`config.mk`:
```
export PLATFORM = sky130hd
export DESIGN_NAME = sal_ram
export DESIGN_NICKNAME = d
export VERILOG_FILES = /design/src/hdl/sal_ram.sv
export SDC_FILE = /design/constraint.sdc
export NUM_CORES = 1
export LEC_CHECK = 0
export BUFFER_PORTS_ARGS = -buffer_cell sky130_fd_sc_hd__clkbuf_2
export CAP_MARGIN = 25
export CORE_ASPECT_RATIO = 0.9
export CORE_MARGIN = 3
export CORE_UTILIZATION = 51
export DETAILED_ROUTE_END_ITERATION = 16
export GPL_TIMING_DRIVEN = 0
export PLACE_DENSITY = 0.68
export SYNTH_ARGS = -nofsm -noshare
export SYNTH_HDL_FRONTEND = slang
export SYNTH_SLANG_ARGS = --single-unit
```
`constraint.sdc`:
```
create_clock -name clk -period 1.9 [get_ports clk]
set_input_delay 0.095 -clock clk [delete_from_list [all_inputs] [get_ports clk]]
set_output_delay 0.095 -clock clk [all_outputs]
set_load 0.01 [all_outputs]
```
`src/hdl/sal_ram.sv`:
```
`timescale 1ns / 1ps
`default_nettype none

module sal_ram #(
  parameter int WIDTH = 8,
  parameter int DEPTH = 16
) (
  input  wire logic                     clk,
  input  wire logic                     we,
  input  wire logic [$clog2(DEPTH)-1:0] waddr,
  input  wire logic [WIDTH-1:0]         wdata,
  input  wire logic [$clog2(DEPTH)-1:0] raddr,
  output logic      [WIDTH-1:0]         rdata
);

  logic [WIDTH-1:0] mem [DEPTH];

  // Write one word, read one word registered
  always_ff @(posedge clk) begin
    if (we) begin
      mem[waddr] <= wdata;
    end
    rdata <= mem[raddr];
  end

endmodule

`default_nettype wire

```
# Word level (Yosys, flattened, before mapping)
# Memories as Yosys holds them, arrays and structs flattened. A register that Yosys moved wholly into a read port is not among the register bits.
# Index checks and enable logic that the tools add are counted.
[word_totals] regBits=0 ramBits=128 input_bits=18 out_inout_bits=8 wordCells=3 mem_count=1
[classes] n_mux=2
[mem_list] memory="mem" words=16 word_bits=8 read_ports=1 rd_ports_with_merged_regs=1 write_ports=1 line_no="16" source="logic [WIDTH-1:0] mem [DEPTH];"
[ops] op="1-bit two-way mux" count=2

# Depth between registers and ports, before layout
[depth] depth_word=2 mapped_depth=5 depth_no_buf=3

# Least setup slack after synthesis
# Ideal clock, no wire load.
[synth_timing] kind="input -> register" from="input port waddr[2]" to="memory mem[0][0], enable pin" setup_time_ns=0.383 arrival_time_ns=1.205 required_time_ns=1.517 slack_ns=0.312 cell_stages=2 n_path_buf=0 path_cell_list="or3b_2 > nor3_1"
[synth_rtl] item="from (decl)" line_no="10" source="input wire logic [$clog2(DEPTH)-1:0] waddr,"
[synth_rtl] item="to (decl)" line_no="16"
# No word-level cell before the write port.

==> flow_summary.yaml <==
route:
  wl_mm: 9.74
  via_count: 2421
  firstDrtPassIters: 4
  drtAntennaViolNets: 0
  wl_per_cell_um: 23.5
  vias_per_cell: 5.83
  drt_iter0_drc: 165
  drc: 0
die:
  num_rows: 34
  core_area_um2: 9740
  io_pins: 26
  die_w_um: 112
  die_y_um: 101
  dieArea_um2: 11300
  start_util_pct: 52.8
placed_design:
  dp_slack_ns: 0.112
  port-buffer-count: 24
  dp_hpwl_mm: 5.99
  place_congestion: 0.711
setup_path:
  arrival_ns: 1.82
  path_class: "reg -> reg"
  critPathCaptureType: "register"
  worstPathRequired_ns: 2.30
  worst_setup_path_start_kind: "register"
  cp_max_fo: 1
yosys:
  netlist_area_um2: 5150
  synth_seq_cells: 136
  synth.distinct_cells: 19
  synth_top_area_share_pct: 74.7
  async_flop_share_pct: 0
  syn_nets: 247
  synth_seq_area_share_pct: 77.8
  synth.avg_cell_area_um2: 22.5
  ys_warn_count: 0
  synthTopCellsByArea: "edfxtp_1 (75%), mux4_2 (7.9%), mux4_1 (7.1%), dfxtp_1 (3.1%), a22oi_1 (2.3%)"
  yosys.area.top_type: "edfxtp_1"
  synth_cells: 229
  ys.flop_type: "edfxtp_1"
  synth_edf_count: 128
sta:
  slew-limit-headroom_pct: 45.2
  hold_violations: 0
  slew_violations: 0
  layout_setup_ws_ns: 0.485
  fmax_ghz: 0.707
  worstMarginPinSlew_ns: 0.820
  fin_crit_sh_pct: 74.5
  finalSetupViolCount: 0
  rsz0062_at_grt: "no"
  fin_skew_ns: 0.00672
  whs_ns: 0.0361
  tns_ns: 0
  period_minus_slack_ns: 1.41
grt:
  overflow: 0
  grt_max_degree: 17
  grt_use_total_pct: 19.0
  antenna_found_initial: 0
  grt_pass1_vias: 2474
  grt_pass1_wl_mm: 15.0
power:
  power_switching_w: 0.00138
  power_density_nw_per_um2: 1150
  seqPwrFrac_pct: 48.7
  intPower_w: 0.00555
  swShare_pct: 19.9
  p_leak_nw: 2.05
  p_comb_share_pct: 4.7
  vdd_drop_max_v: 0.000650
  p_clk_share_pct: 46.6
  finalPower_w: 0.00693
clock_tree:
  clk_pin_slew_ns: 0.06
  cts_tree: "built"
  h-tree-depth: 4
  clkLatencyLatePin_ns: 0.52
  cts_post_setup_buffers_inserted: 0
  hold_buffers: 0
  clockBufferDepth: 2
  cts_root_buf: "clkbuf_8"
  cts_made_buffers: 17
  clkSinkCount: 136
  cts_resized: 0
run_status:
  outcome: "completed"
finish:
  postLayoutCoreUtil_pct: 62.1
  area_delta_synth_final_pct: 17.5
  final_nets: 294
  insertedDiodeCount: 0
  drive_gt1_share_pct: 30.4
hold_path:
  hp-class: "in -> reg"
flow_run:
  max_cap_viol_count: 0
[layout make-up]
| class | instances | area, um2 |
|---|---|---|
| well taps | 126 | 158 |
| plain buffers | 10 | 86.3 |
| repair buffers | 28 | 148 |
| clock buffers | 20 | 445 |
| clock inverters | 12 | 150 |
| multi-input cells | 83 | 1060 |
| fillers | 675 | 3690 |
| flip-flops and latches | 136 | 4000 |
[worst max-delay path: stages (launching register included)]
cell      delay [ns]
edfxtp_1        0.37
mux4_1          0.51
a22oi_1         0.32
nand2_1         0.09
[Yosys cell counts (all sizes together) (2+ instances only)]
library cell and number:
edfxtp 128, mux4 32, a22oi 16, nor2 13, nand2 9, dfxtp 8, buf 7, nor3 4
clkdlybuf4s25 3, nand2b 2, nand3b 2
[power groups by stage]
| stage | registers, W | clock network [W] | logic [W] |
|---|---|---|---|
| after floorplan | 0.00344 | 0 | 0.000170 |
| final | 0.00337 | 0.00323 | 0.000325 |
| after detailed placement | 0.00343 | 0 | 0.000327 |
| after CTS | 0.00337 | 0.00327 | 0.000331 |
| after global routing | 0.00338 | 0.00342 | 0.000351 |
| after global placement | 0.00343 | 0 | 0.000317 |
[placed cells by master, fill, tap and decap left out, drive strengths merged]
cell	instances
or3b	1
nand2b	2
clkdlybuf4s25	3
a22oi	16
bufinv	3
dfxtp	8
clkinv	6
and2	1
nor2b	1
nand3	1
buf	11
and2b	1
edfxtp	128
nor3	4
clkbuf	44
clkinvlp	3
nand3b	2
nor2	13
nand2	9
mux4	32
[path summary, 6_finish.rpt]
kind                            start             endpoint  slack [ns]  cells after the start
setup / recovery  mem[1][0]$_DFFE_PP_     rdata[0]$_DFF_P_        0.49                      3
hold / removal               wdata[6]  mem[7][6]$_DFFE_PP_        0.04                      1
setup reg to reg  mem[1][0]$_DFFE_PP_     rdata[0]$_DFF_P_        0.49                      3
hold reg to reg   mem[8][2]$_DFFE_PP_     rdata[2]$_DFF_P_        0.69                      3
[metrics by stage]
stage	cells	area [um2]
6_report	415	6050
5_1_grt	415	6050
4_1_cts	415	6050
3_5_place_dp	383	5450
3_3_place_gp	379	5430
2_1_floorplan	229	5150
[metal layers]
layer / vias up / global-route usage, % / share of wire [%]
met5: - / 0 / 0
met4: 0 / 8.14 / 1.7
met3: 16 / 4.66 / 6.0
met2: 74 / 30.0 / 50
met1: 1263 / 25.9 / 43
li1: 1068 / - / -
[registers in the layout, indices dropped and copies added, names as in the netlist]
| signal | flops |
|---|---|
| mem | 128 |
| rdata | 8 |
[cell families (layout without fill, tap and decap cells)]
group	count (synthesis)	in the layout	share of synthesized area, %
AO/OA/AOI/OAI	16	16	2.33
flip-flops	136	136	77.8
AND/OR/NAND/NOR	35	35	3.18
multiplexers	32	32	15.0
buffers and inverters	10	70	1.68
Note: power is estimated with default switching activity, not from simulation.
