File: config.mk
export PLATFORM = sky130hd
export DESIGN_NAME = sal_cmp
export DESIGN_NICKNAME = d
export VERILOG_FILES = /design/src/hdl/sal_pkg.sv /design/src/hdl/sal_cmp.sv
export SDC_FILE = /design/constraint.sdc
export NUM_CORES = 1
export LEC_CHECK = 0
export CORE_MARGIN = 1
export CORE_UTILIZATION = 64
export DETAILED_ROUTE_END_ITERATION = 6
export DONT_BUFFER_PORTS = 1
export GPL_ROUTABILITY_DRIVEN = 0
export GPL_TIMING_DRIVEN = 0
export PLACE_DENSITY_LB_ADDON = 0.12
export SLEW_MARGIN = 15
export SYNTH_ARGS = -nofsm -noshare
export SYNTH_HDL_FRONTEND = slang
export SYNTH_SLANG_ARGS = --single-unit
File: constraint.sdc
create_clock -name vclk -period 5.3
set_input_delay 0.53 -clock vclk [all_inputs]
set_output_delay 0.53 -clock vclk [all_outputs]
set_load 0.005 [all_outputs]
File: src/hdl/sal_pkg.sv
`timescale 1ns / 1ps
`default_nettype none

package sal_pkg;

  // Diode count and the fixed field widths of the item
  localparam int DIODE_COUNT = 4;
  localparam int DIODE_BITS  = 2;
  localparam int INDEX_BITS  = 8;
  localparam int LEN_BITS    = 9;

  localparam logic [LEN_BITS-1:0] LEN_RESET = 9'd256;
  localparam int LEN_MIN = 2;

  // Item kinds
  localparam logic ACT_LOAD    = 1'b0;
  localparam logic ACT_MEASURE = 1'b1;

  // Diode pair that wraps around: diode 3 goes before diode 0
  localparam logic [DIODE_BITS-1:0] DIODE_WRAP_FIRST  = 2'd3;
  localparam logic [DIODE_BITS-1:0] DIODE_WRAP_SECOND = 2'd0;

  // Opposite diodes have indices that differ by two
  localparam logic [DIODE_BITS-1:0] OPPOSITE_XOR = 2'd2;

  // Status bit positions
  localparam int STAT_OPPOSITE = 0;
  localparam int STAT_OUTSIDE  = 1;

  // Lookup sequencer states
  typedef enum logic [3:0] {
    S_IDLE,
    S_LO,
    S_HI,
    S_CMP,
    S_PROBE,
    S_UPD,
    S_PICK,
    S_ANG,
    S_DONE
  } state_t;

  // Flags from the shared compare unit
  typedef struct packed {
    logic below;    // voltage under the low key
    logic above;    // voltage over the probed key
    logic key_le;   // probed key at or under the voltage
    logic pick_hi;  // high key strictly nearer than the low key
  } cmp_res_t;

endpackage

`default_nettype wire

File: src/hdl/sal_cmp.sv
`timescale 1ns / 1ps
`default_nettype none

module sal_cmp
  import sal_pkg::*;
#(
  parameter int VOLT_BITS = 12
) (
  input  wire logic [VOLT_BITS-1:0] volt,
  input  wire logic [VOLT_BITS-1:0] key,
  input  wire logic [VOLT_BITS-1:0] key_lo,
  input  wire logic [VOLT_BITS-1:0] key_hi,
  output cmp_res_t                  res
);

  logic signed [VOLT_BITS+1:0] dist_lo;
  logic signed [VOLT_BITS+1:0] dist_hi;

  // Signed distances to both bracketing keys; ties go to the low entry
  always_comb begin
    dist_lo     = $signed({2'b00, volt}) - $signed({2'b00, key_lo});
    dist_hi     = $signed({2'b00, key_hi}) - $signed({2'b00, volt});
    res.below   = volt < key_lo;
    res.above   = key < volt;
    res.key_le  = key <= volt;
    res.pick_hi = dist_hi < dist_lo;
  end

endmodule

`default_nettype wire

# --- Word-level counts from Yosys, hierarchy flattened ---
# Index checks and enable logic that the tools add are counted.
op_classes:
  add_sub_neg: 2
  magnitude_cmp: 4
ops:
  columns: ["cell", "count"]
  rows:
  - ["$sub A12 B12 Y13", 2]
  - ["$lt A12 B12 Y1", 2]
  - ["$lt A13 B13 Y1", 1]
  - ["$le A12 B12 Y1", 1]
totals:
  ff_bits: 0
  in_bits: 48
  output_inout_bits: 4
  elab_cells: 6

# --- Logic depth before layout (Yosys ltp) ---
# Gate-level depths: netlist (run 1).
logic_depth:
  ltp_word: 2
  ltp_mapped: 13
  mapped_depth_nobuf: 13

# --- Worst setup path after synthesis (run 1) ---
# OpenSTA, ideal clock, no wires.
synth_timing:
  path_kind: "input to output"
  startpoint: "input port key_hi[0]"
  endpoint: "output port res[0] (netlist name)"
  arrival_ns: 2.932
  required_ns: 4.770
  path_slack_ns: 1.838
  stages: 12
  path_buffers: 0
  path_cell_list: "inv_1 ha_1 fa_1 nor2b_1 o211ai_1 a221o_1 a311o_1 ha_1 nand4_1 a211oi_1 o22ai_1 mux2i_1"
synth_rtl:
  columns: ["item", "line", "text"]
  rows:
  - ["start: declaration", "sal_cmp.sv:12", "input wire logic [VOLT_BITS-1:0] key_hi,"]
  - ["end: declaration", "sal_cmp.sv:13", "output cmp_res_t res"]

==> flow_summary.yaml, run 1 <==
detailed_routing:
  routed-via-count: 1724
  vias_per_cell: 6.41
  drtIter0Drc: 33
  detail_route.drc_violations: 0
  avgRoutedWirePerCell_um: 15.0
  drtPass1Iterations: 4
  antenna_violating_nets_post_route: 0
  wl_um: 4020
floorplanning:
  rows: 18
  floorplan.io_pins: 52
  start_util: 0.701
  floorplan.core_area_um2: 2570
  floorplan_die_area_um2: 3030
  die-height_um: 55.0
  die_width_um: 55.0
grt:
  global_route.overflow_total: 0
  grt_antenna_before_repair: 0
  grt_pass1_wl_um: 6030
  pin_count_of_the_biggest_net_entering_global_routing: 10
  grt_pass1_vias: 1507
  grtUsageTotal: 0.267
finish:
  final_cells: 269
  layout.nets: 339
  regArea_um2: 0
  layout.cell_area.non_filler_um2: 1840
  area_delta_synth_final_pct: 2.08
  numSequentialCells: 0
  layout.filler_cells: 209
  num_antenna_cells: 0
  final_core_util: 0.716
  final_layout_size_suffix_gt1_frac: 0.0377
  number_of_clock_buffers_in_the_layout: 0
timing:
  timing.final.crit_period_ns: 3.75
  fin_crit_sh: 0.708
  final_max_slew_viol_count: 0
  finalHoldViolations: 0
  max_freq_ghz: 0.267
  fin_ws_ns: 1.55
  final.hold.worst_slack_ns: 1.26
  max_slew_margin: 0.668
  worst-slew-pin-transition_ns: 0.493
  setup_tns_ns: 0
  grt_setup_unrepaired: "no"
  final-setup-viol-count: 0
setup_path:
  setup.worst_path.class: "in2out"
  crit_top_cell: "sky130_fd_sc_hd__ha_1"
  worst_ep_arrival_time_ns: 3.22
  timing.critical_path.from: "key_hi[0]"
  endpoint_kind: "output pin"
  biggest_fanout_along_the_worst_timing_path: 4
  critPathLaunchType: "primary input"
  cp.required_ns: 4.77
  critical-path-max-stage-delay_ns: 0.40
  cp_cell_sequence: "inv_1, ha_1, fa_1, nor2b_1, o211ai_1, a221o_1, a311o_1, ha_1, nand4_1, a211oi_1, o22ai_1, mux2i_1"
  crit_slowest_cell: "sky130_fd_sc_hd__fa_1"
synth:
  mappedNetlistArea_um2: 1800
  yosysWarnings: 0
  syn_nets: 337
  yosysSeqAreaShare: 0
  synth_area_per_cell_um2: 7.53
  post_synth_num_cell_types: 51
  synthCells: 239
power:
  power_leakage_nw: 0.917
  power.ir.vdd_worst_mv: 0.0835
  total_power_mw: 0.251
  power_density_nw_per_um2: 137
placed_design:
  place_inst: 269
  placed_area_um2: 1840
  post-dp-hpwl_um: 3550
  io_buffers: 0
  dp_worst_setup_slack_ns: 1.56
run_status:
  run_status: "completed"
worst_hold_path:
  hold_path_startpoint: "key[11]"
  timing.hold.worst.class: "in2out"
  hold_path_cells: 2
run:
  max_cap_violations: 0
clock_tree:
  cts_hold_buffers: 0
  cts-resized-gates: 0
  buffer_count_from_post_cts_setup_fixing: 0
## synthesized netlist by cell type (4+ instances only)
library cell	number	area share
sky130_fd_sc_hd__ha_1	48	0.33
sky130_fd_sc_hd__inv_1	35	0.073
sky130_fd_sc_hd__a21oi_1	20	0.056
sky130_fd_sc_hd__nand2_1	11	0.023
sky130_fd_sc_hd__nand3_1	11	0.031
sky130_fd_sc_hd__nor3_1	8	0.022
sky130_fd_sc_hd__xnor2_1	8	0.039
sky130_fd_sc_hd__nor2_1	7	0.015
sky130_fd_sc_hd__nor2b_1	6	0.021
sky130_fd_sc_hd__o21ai_0	6	0.017
sky130_fd_sc_hd__xor2_1	6	0.029
sky130_fd_sc_hd__nand4_1	5	0.017
sky130_fd_sc_hd__o21a_1	5	0.021
sky130_fd_sc_hd__a21o_1	4	0.017
sky130_fd_sc_hd__clkbuf_1	4	0.0083
sky130_fd_sc_hd__o31ai_1	4	0.017
## worst paths after layout
check     end  slack (ns)
max    res[0]        1.55
min    res[2]        1.26
## final cells by class
class / instances / area [um^2] / share of cell area
buffer: 4 / 15.0 / 0.00817
inverter: 35 / 131 / 0.0715
multi-input combinational: 200 / 1650 / 0.900
tap: 30 / 37.5 / 0.0204
## routing by layer
metal | share of wire | track usage | wire, um
met4 | 0 | 0 | 0
met3 | 0.070 | 0.0328 | 283
met1 | 0.48 | 0.345 | 1940
met5 | 0 | 0 | 0
met2 | 0.45 | 0.496 | 1800
## power breakdown
part           switching [mW]  total [mW]  leakage [nW]  internal, mW
logic                   0.139       0.251         0.917         0.113
clock network               0           0             0             0
registers                   0           0             0             0
total                   0.139       0.251         0.917         0.113
## critical path: cells and delay by family
family,cells,cell delay [ns]
mux,1,0.24
compound gates,5,1.25
fa+ha+maj,3,0.90
buf+inv,1,0.02
simple gates,2,0.28
## logic make-up (layout without fill, tap and decap cells)
family | after synthesis | count (layout) | synth area share
compound gates | 68 | 68 | 0.283
xor+xnor | 14 | 14 | 0.0681
fa+ha+maj | 50 | 50 | 0.356
buf+inv | 39 | 39 | 0.0813
mux | 3 | 3 | 0.0167
simple gates | 65 | 65 | 0.195
## layout by cell type (no fill, tap or decap), drive strengths merged, types with 2 or more instances in the layout
master / netlist / final
a221o: 2 / 2
o21bai: 2 / 2
a211oi: 3 / 3
and2: 2 / 2
inv: 35 / 35
a21o: 4 / 4
o211a: 2 / 2
o211ai: 3 / 3
mux2i: 3 / 3
nand2b: 3 / 3
a2111oi: 2 / 2
nor2b: 6 / 6
nand2: 11 / 11
o22ai: 2 / 2
nor2: 7 / 7
xnor2: 8 / 8
a21oi: 22 / 22
clkbuf: 4 / 4
ha: 48 / 48
fa: 2 / 2
o31ai: 5 / 5
xor2: 6 / 6
nor4: 3 / 3
nand3: 11 / 11
nand4: 5 / 5
nor3: 8 / 8
o21a: 5 / 5
o21ai: 6 / 6
Note: power is estimated with default switching activity, not from simulation.
==> inputs of run 2 (changes only) <==
Clock period 5.3 ns to 3.5 ns, I/O delays scaled along.
==> run 2 against run 1 <==
First-iteration DRC count is 3.0% higher. Sequential cell count stayed put. Worst setup slack worse by 1.4 ns. Count of clock-buffer cells in the layout stayed put. Largest cell class unchanged. Largest power group unchanged.
==> flow_summary.yaml, run 2 (synthesis gave the netlist of run 1 again) <==
run_status:
  run_status: "completed"
detailed_routing:
  detail_route.drc_violations: 0
  routed-via-count: 1723
  wl_um: 4060
  vias_per_cell: 6.41
  antenna_violating_nets_post_route: 0
  drtPass1Iterations: 4
  avgRoutedWirePerCell_um: 15.1
  drtIter0Drc: 34
finish:
  layout.nets: 339
  most_frequent_cells_in_the_layout: "sky130_fd_sc_hd__ha_1 (48), sky130_fd_sc_hd__inv_1 (35), sky130_fd_sc_hd__a21oi_1 (20), sky130_fd_sc_hd__nand3_1 (11), sky130_fd_sc_hd__nand2_1 (11)"
  final_layout_size_suffix_gt1_frac: 0.0502
  mostFrequentLayoutCell: "sky130_fd_sc_hd__ha_1"
  numSequentialCells: 0
  num_antenna_cells: 0
  regArea_um2: 0
  layout.filler_cells: 206
  number_of_clock_buffers_in_the_layout: 0
  area_delta_synth_final_pct: 2.64
worst_hold_path:
  hold_path_startpoint: "key[11]"
  hold_path_cells: 2
  hold-path-endpoint: "res[2]"
  timing.hold.worst.class: "in2out"
placed_design:
  io_buffers: 0
  post-dp-hpwl_um: 3550
  dp_worst_setup_slack_ns: 0.121
setup_path:
  worst_ep_arrival_time_ns: 2.95
  biggest_fanout_along_the_worst_timing_path: 4
  endpoint_kind: "output pin"
  cp.required_ns: 3.15
  setup.worst_path.class: "in2out"
  critPathLaunchType: "primary input"
  timing.critical_path.from: "key_hi[0]"
timing:
  fin_ws_ns: 0.196
  grt_setup_unrepaired: "no"
  max_freq_ghz: 0.303
  max_slew_margin: 0.674
  final_max_slew_viol_count: 0
  final.hold.worst_slack_ns: 0.897
  setup_tns_ns: 0
  timing.final.crit_period_ns: 3.30
  final-setup-viol-count: 0
  worst-slew-pin-transition_ns: 0.485
  fin_crit_sh: 0.944
  finalHoldViolations: 0
floorplanning:
  floorplan.core_area_um2: 2570
  rows: 18
  floorplan.io_pins: 52
  floorplan_die_area_um2: 3030
  start_util: 0.701
  die_width_um: 55.0
  die-height_um: 55.0
grt:
  pin_count_of_the_biggest_net_entering_global_routing: 10
  grt_pass1_wl_um: 6030
  global_route.overflow_total: 0
  grtUsageTotal: 0.267
  grt_pass1_vias: 1507
  grt_antenna_before_repair: 0
clock_tree:
  cts_hold_buffers: 0
  buffer_count_from_post_cts_setup_fixing: 0
run:
  max_cap_violations: 0
power:
  switching_share: 0.555
  power.ir.vdd_worst_mv: 0.126
  p_switching_mw: 0.214
  power_density_nw_per_um2: 209
  power_leakage_nw: 0.917
  power.sequential.fraction: 0
  clock_power_share: 0
  p_int_mw: 0.172
  pwr-share-comb: 1.000
-- run 2: cell count changes in the layout (fill, tap and decap cells not counted) --
cell / delta
sky130_fd_sc_hd__fa_1: -1
sky130_fd_sc_hd__fa_2: +1
sky130_fd_sc_hd__a211oi_1: -1
sky130_fd_sc_hd__a211oi_2: +1
sky130_fd_sc_hd__nor2b_2: +1
sky130_fd_sc_hd__nor2b_1: -1
-- run 2: power by group through the flow --
stage	Combinational, mW	Sequential, mW	Clock [mW]
after global routing	0.436	0	0
final	0.386	0	0
after detailed placement	0.375	0	0
after global placement	0.352	0	0
after floorplan	0.306	0	0
after CTS	0.378	0	0
-- run 2: repair_timing --
action | CTS | global route
setup endpoints to repair | 0 | 1
hold endpoints to repair | 0 | 0
resized for setup | 0 | 3
-- run 2: metal layers --
metal / share of wire / vias to the layer above / track usage
met5: 0 / - / 0
met4: 0.0032 / 0 / 0
met3: 0.075 / 2 / 0.0328
met2: 0.44 / 67 / 0.496
met1: 0.48 / 765 / 0.345
li1: - / 889 / -
-- run 2: how the worst max path moves through the flow --
stage                         to  cells after the start
final                     res[0]                     12
after CTS                 res[0]                     12
after detailed placement  res[0]                     12
after floorplan           res[0]                     12
after global placement    res[0]                     12
after global routing      res[0]                     12
-- run 2: critical path, stage by stage --
cell and delay [ns]:
sky130_fd_sc_hd__inv_1 0.02, sky130_fd_sc_hd__ha_1 0.19, sky130_fd_sc_hd__fa_2 0.36, sky130_fd_sc_hd__nor2b_2 0.14, sky130_fd_sc_hd__o211ai_1 0.13, sky130_fd_sc_hd__a221o_1 0.41, sky130_fd_sc_hd__a311o_1 0.34, sky130_fd_sc_hd__ha_1 0.31
sky130_fd_sc_hd__nand4_1 0.13, sky130_fd_sc_hd__a211oi_2 0.21, sky130_fd_sc_hd__o22ai_1 0.12, sky130_fd_sc_hd__mux2i_1 0.24
-- run 2: layout make-up --
cell class                      instances  area, um^2  area share
Multi-Input combinational cell        200        1660       0.900
Tap cell                               30        37.5      0.0203
Inverter                               35         131      0.0711
Buffer                                  4        15.0     0.00812
-- run 2: through the flow --
stage | total power [mW] | instances | instance area, um^2 | util
finish | 0.386 | 269 | 1850 | 0.720
global route | 0.436 | 269 | 1850 | 0.720
CTS | 0.378 | 269 | 1840 | 0.716
detailed placement | 0.375 | 269 | 1840 | 0.716
global placement | 0.352 | 269 | 1840 | 0.716
floorplan | 0.306 | 239 | 1800 | -
==> inputs of run 3 (changes only) <==
--- a/config.mk
+++ b/config.mk
@@ -7,2 +7,3 @@
 export LEC_CHECK = 0
+export CORE_ASPECT_RATIO = 0.7
 export CORE_MARGIN = 1
@@ -14,3 +15,3 @@
 export PLACE_DENSITY_LB_ADDON = 0.12
-export SLEW_MARGIN = 15
+export SLEW_MARGIN = 30
 export SYNTH_ARGS = -nofsm -noshare
==> constraint.sdc (replaced) <==
create_clock -name vclk -period 3.5
set_input_delay 0.35 -clock vclk [all_inputs]
set_output_delay 0.35 -clock vclk [all_outputs]
set_load 0.02 [all_outputs]
==> run 3 against run 2 <==
Final cell count is 1.9% higher. Sequential cell count stayed put. Via count is 0.12% higher. Combinational power is 5.7% higher. Highest routed layer is now met3. Hold slack better by 0.022 ns. Power is 5.6% higher.
==> flow_summary.yaml, run 3 (synthesis gave the netlist of run 1 again) <==
placed_design:
  placed_area_um2: 1840
  io_buffers: 0
  dp_worst_setup_slack_ns: -0.0735
  post-dp-hpwl_um: 3450
timing:
  final-setup-viol-count: 0
  finalHoldViolations: 0
  worst-slew-pin-transition_ns: 0.678
  final.hold.worst_slack_ns: 0.919
  grt_setup_unrepaired: "no"
  setup_tns_ns: 0
  fin_crit_sh: 0.964
  max_freq_ghz: 0.296
  timing.final.crit_period_ns: 3.37
  fin_ws_ns: 0.127
  max_slew_margin: 0.547
  final_max_slew_viol_count: 0
floorplanning:
  floorplan_die_area_um2: 3030
  die-height_um: 46.4
  rows: 15
  die_width_um: 65.4
  floorplan.io_pins: 52
  start_util: 0.705
  floorplan.core_area_um2: 2550
setup_path:
  cp_cell_sequence: "inv_1, ha_1, fa_1, and2b_4, o211a_4, o22ai_4, mux2i_1, a2111oi_2, ha_1, nand4_1, a211oi_2, o22ai_2, mux2i_4"
  cpLargestDelayFamily: "adder cells"
  crit_slowest_cell: "sky130_fd_sc_hd__fa_1"
  critPathLaunchType: "primary input"
  biggest_fanout_along_the_worst_timing_path: 3
  endpoint_kind: "output pin"
  buf_inv_stages_crit_path: 1
  worst_ep_arrival_time_ns: 3.02
  cp.required_ns: 3.15
  crit_top_cell: "sky130_fd_sc_hd__ha_1"
  setup.worst_path.class: "in2out"
  critical-path-max-stage-delay_ns: 0.40
grt:
  grt_pass1_wl_um: 5980
  grt_pass1_vias: 1367
  grt_antenna_before_repair: 0
  grtUsageTotal: 0.253
  pin_count_of_the_biggest_net_entering_global_routing: 10
  global_route.overflow_total: 0
detailed_routing:
  drtPass1Iterations: 4
  avgRoutedWirePerCell_um: 14.4
  wl_um: 3950
  detail_route.drc_violations: 0
  antenna_violating_nets_post_route: 0
  vias_per_cell: 6.30
  drtIter0Drc: 73
  routed-via-count: 1725
power:
  power_density_nw_per_um2: 217
  power.ir.vdd_worst_mv: 0.111
  power_leakage_nw: 0.924
finish:
  layout.cell_area.non_filler_um2: 1880
  mostFrequentLayoutCell: "sky130_fd_sc_hd__ha_1"
  regArea_um2: 0
  num_antenna_cells: 0
  number_of_clock_buffers_in_the_layout: 0
  multi_input_area_um2: 1680
  final_layout_size_suffix_gt1_frac: 0.0625
  area_delta_synth_final_pct: 4.38
  layout.nets: 340
  most_frequent_cells_in_the_layout: "sky130_fd_sc_hd__ha_1 (48), sky130_fd_sc_hd__inv_1 (35), sky130_fd_sc_hd__a21oi_1 (20), sky130_fd_sc_hd__nand3_1 (11), sky130_fd_sc_hd__nand2_1 (11)"
  final_core_util: 0.736
  layout.filler_cells: 226
  numSequentialCells: 0
clock_tree:
  cts_hold_buffers: 0
worst_hold_path:
  timing.hold.worst.class: "in2out"
run:
  max_cap_violations: 0
run_status:
  run_status: "completed"
==> run 3: changes by cell type in the layout (fill, tap and decap cells not counted) <==
cell                      delta
sky130_fd_sc_hd__mux2i_4     +1
sky130_fd_sc_hd__o22ai_2     +1
sky130_fd_sc_hd__o22ai_1     -1
sky130_fd_sc_hd__buf_4       +1
sky130_fd_sc_hd__mux2i_1     -1
==> run 3: timing repair <==
item,in CTS,in global routing
buffers inserted,1,0
resized for setup,2,4
setup endpoints to repair,1,1
pin swaps,1,1
==> run 3: worst paths after layout <==
kind              depth (start not counted)    start      to
setup / recovery                         13  volt[0]  res[0]
hold / removal                            2  key[11]  res[2]
==> run 3: power by group <==
part	switching (mW)	internal, mW	total [mW]	leakage [nW]
combinational	0.227	0.181	0.408	0.924
sequential	0	0	0	0
clock	0	0	0	0
total	0.227	0.181	0.408	0.924
==> run 3: routing by layer <==
metal | share of wire | GRT usage
met2 | 0.38 | 0.388
met4 | 0 | 0
met3 | 0.10 | 0.0446
met1 | 0.51 | 0.384
met5 | 0 | 0
==> run 3: stage by stage <==
step	cells	power, mW
6_report	274	0.408
5_1_grt	274	0.452
4_1_cts	274	0.389
3_5_place_dp	273	0.379
3_3_place_gp	273	0.371
2_1_floorplan	239	0.317
==> run 3: cell type report <==
class,count,share of cell area
Timing Repair Buffer,1,0.00399
Multi-Input combinational cell,200,0.895
Tap cell,34,0.0226
Inverter,35,0.0699
Buffer,4,0.00799
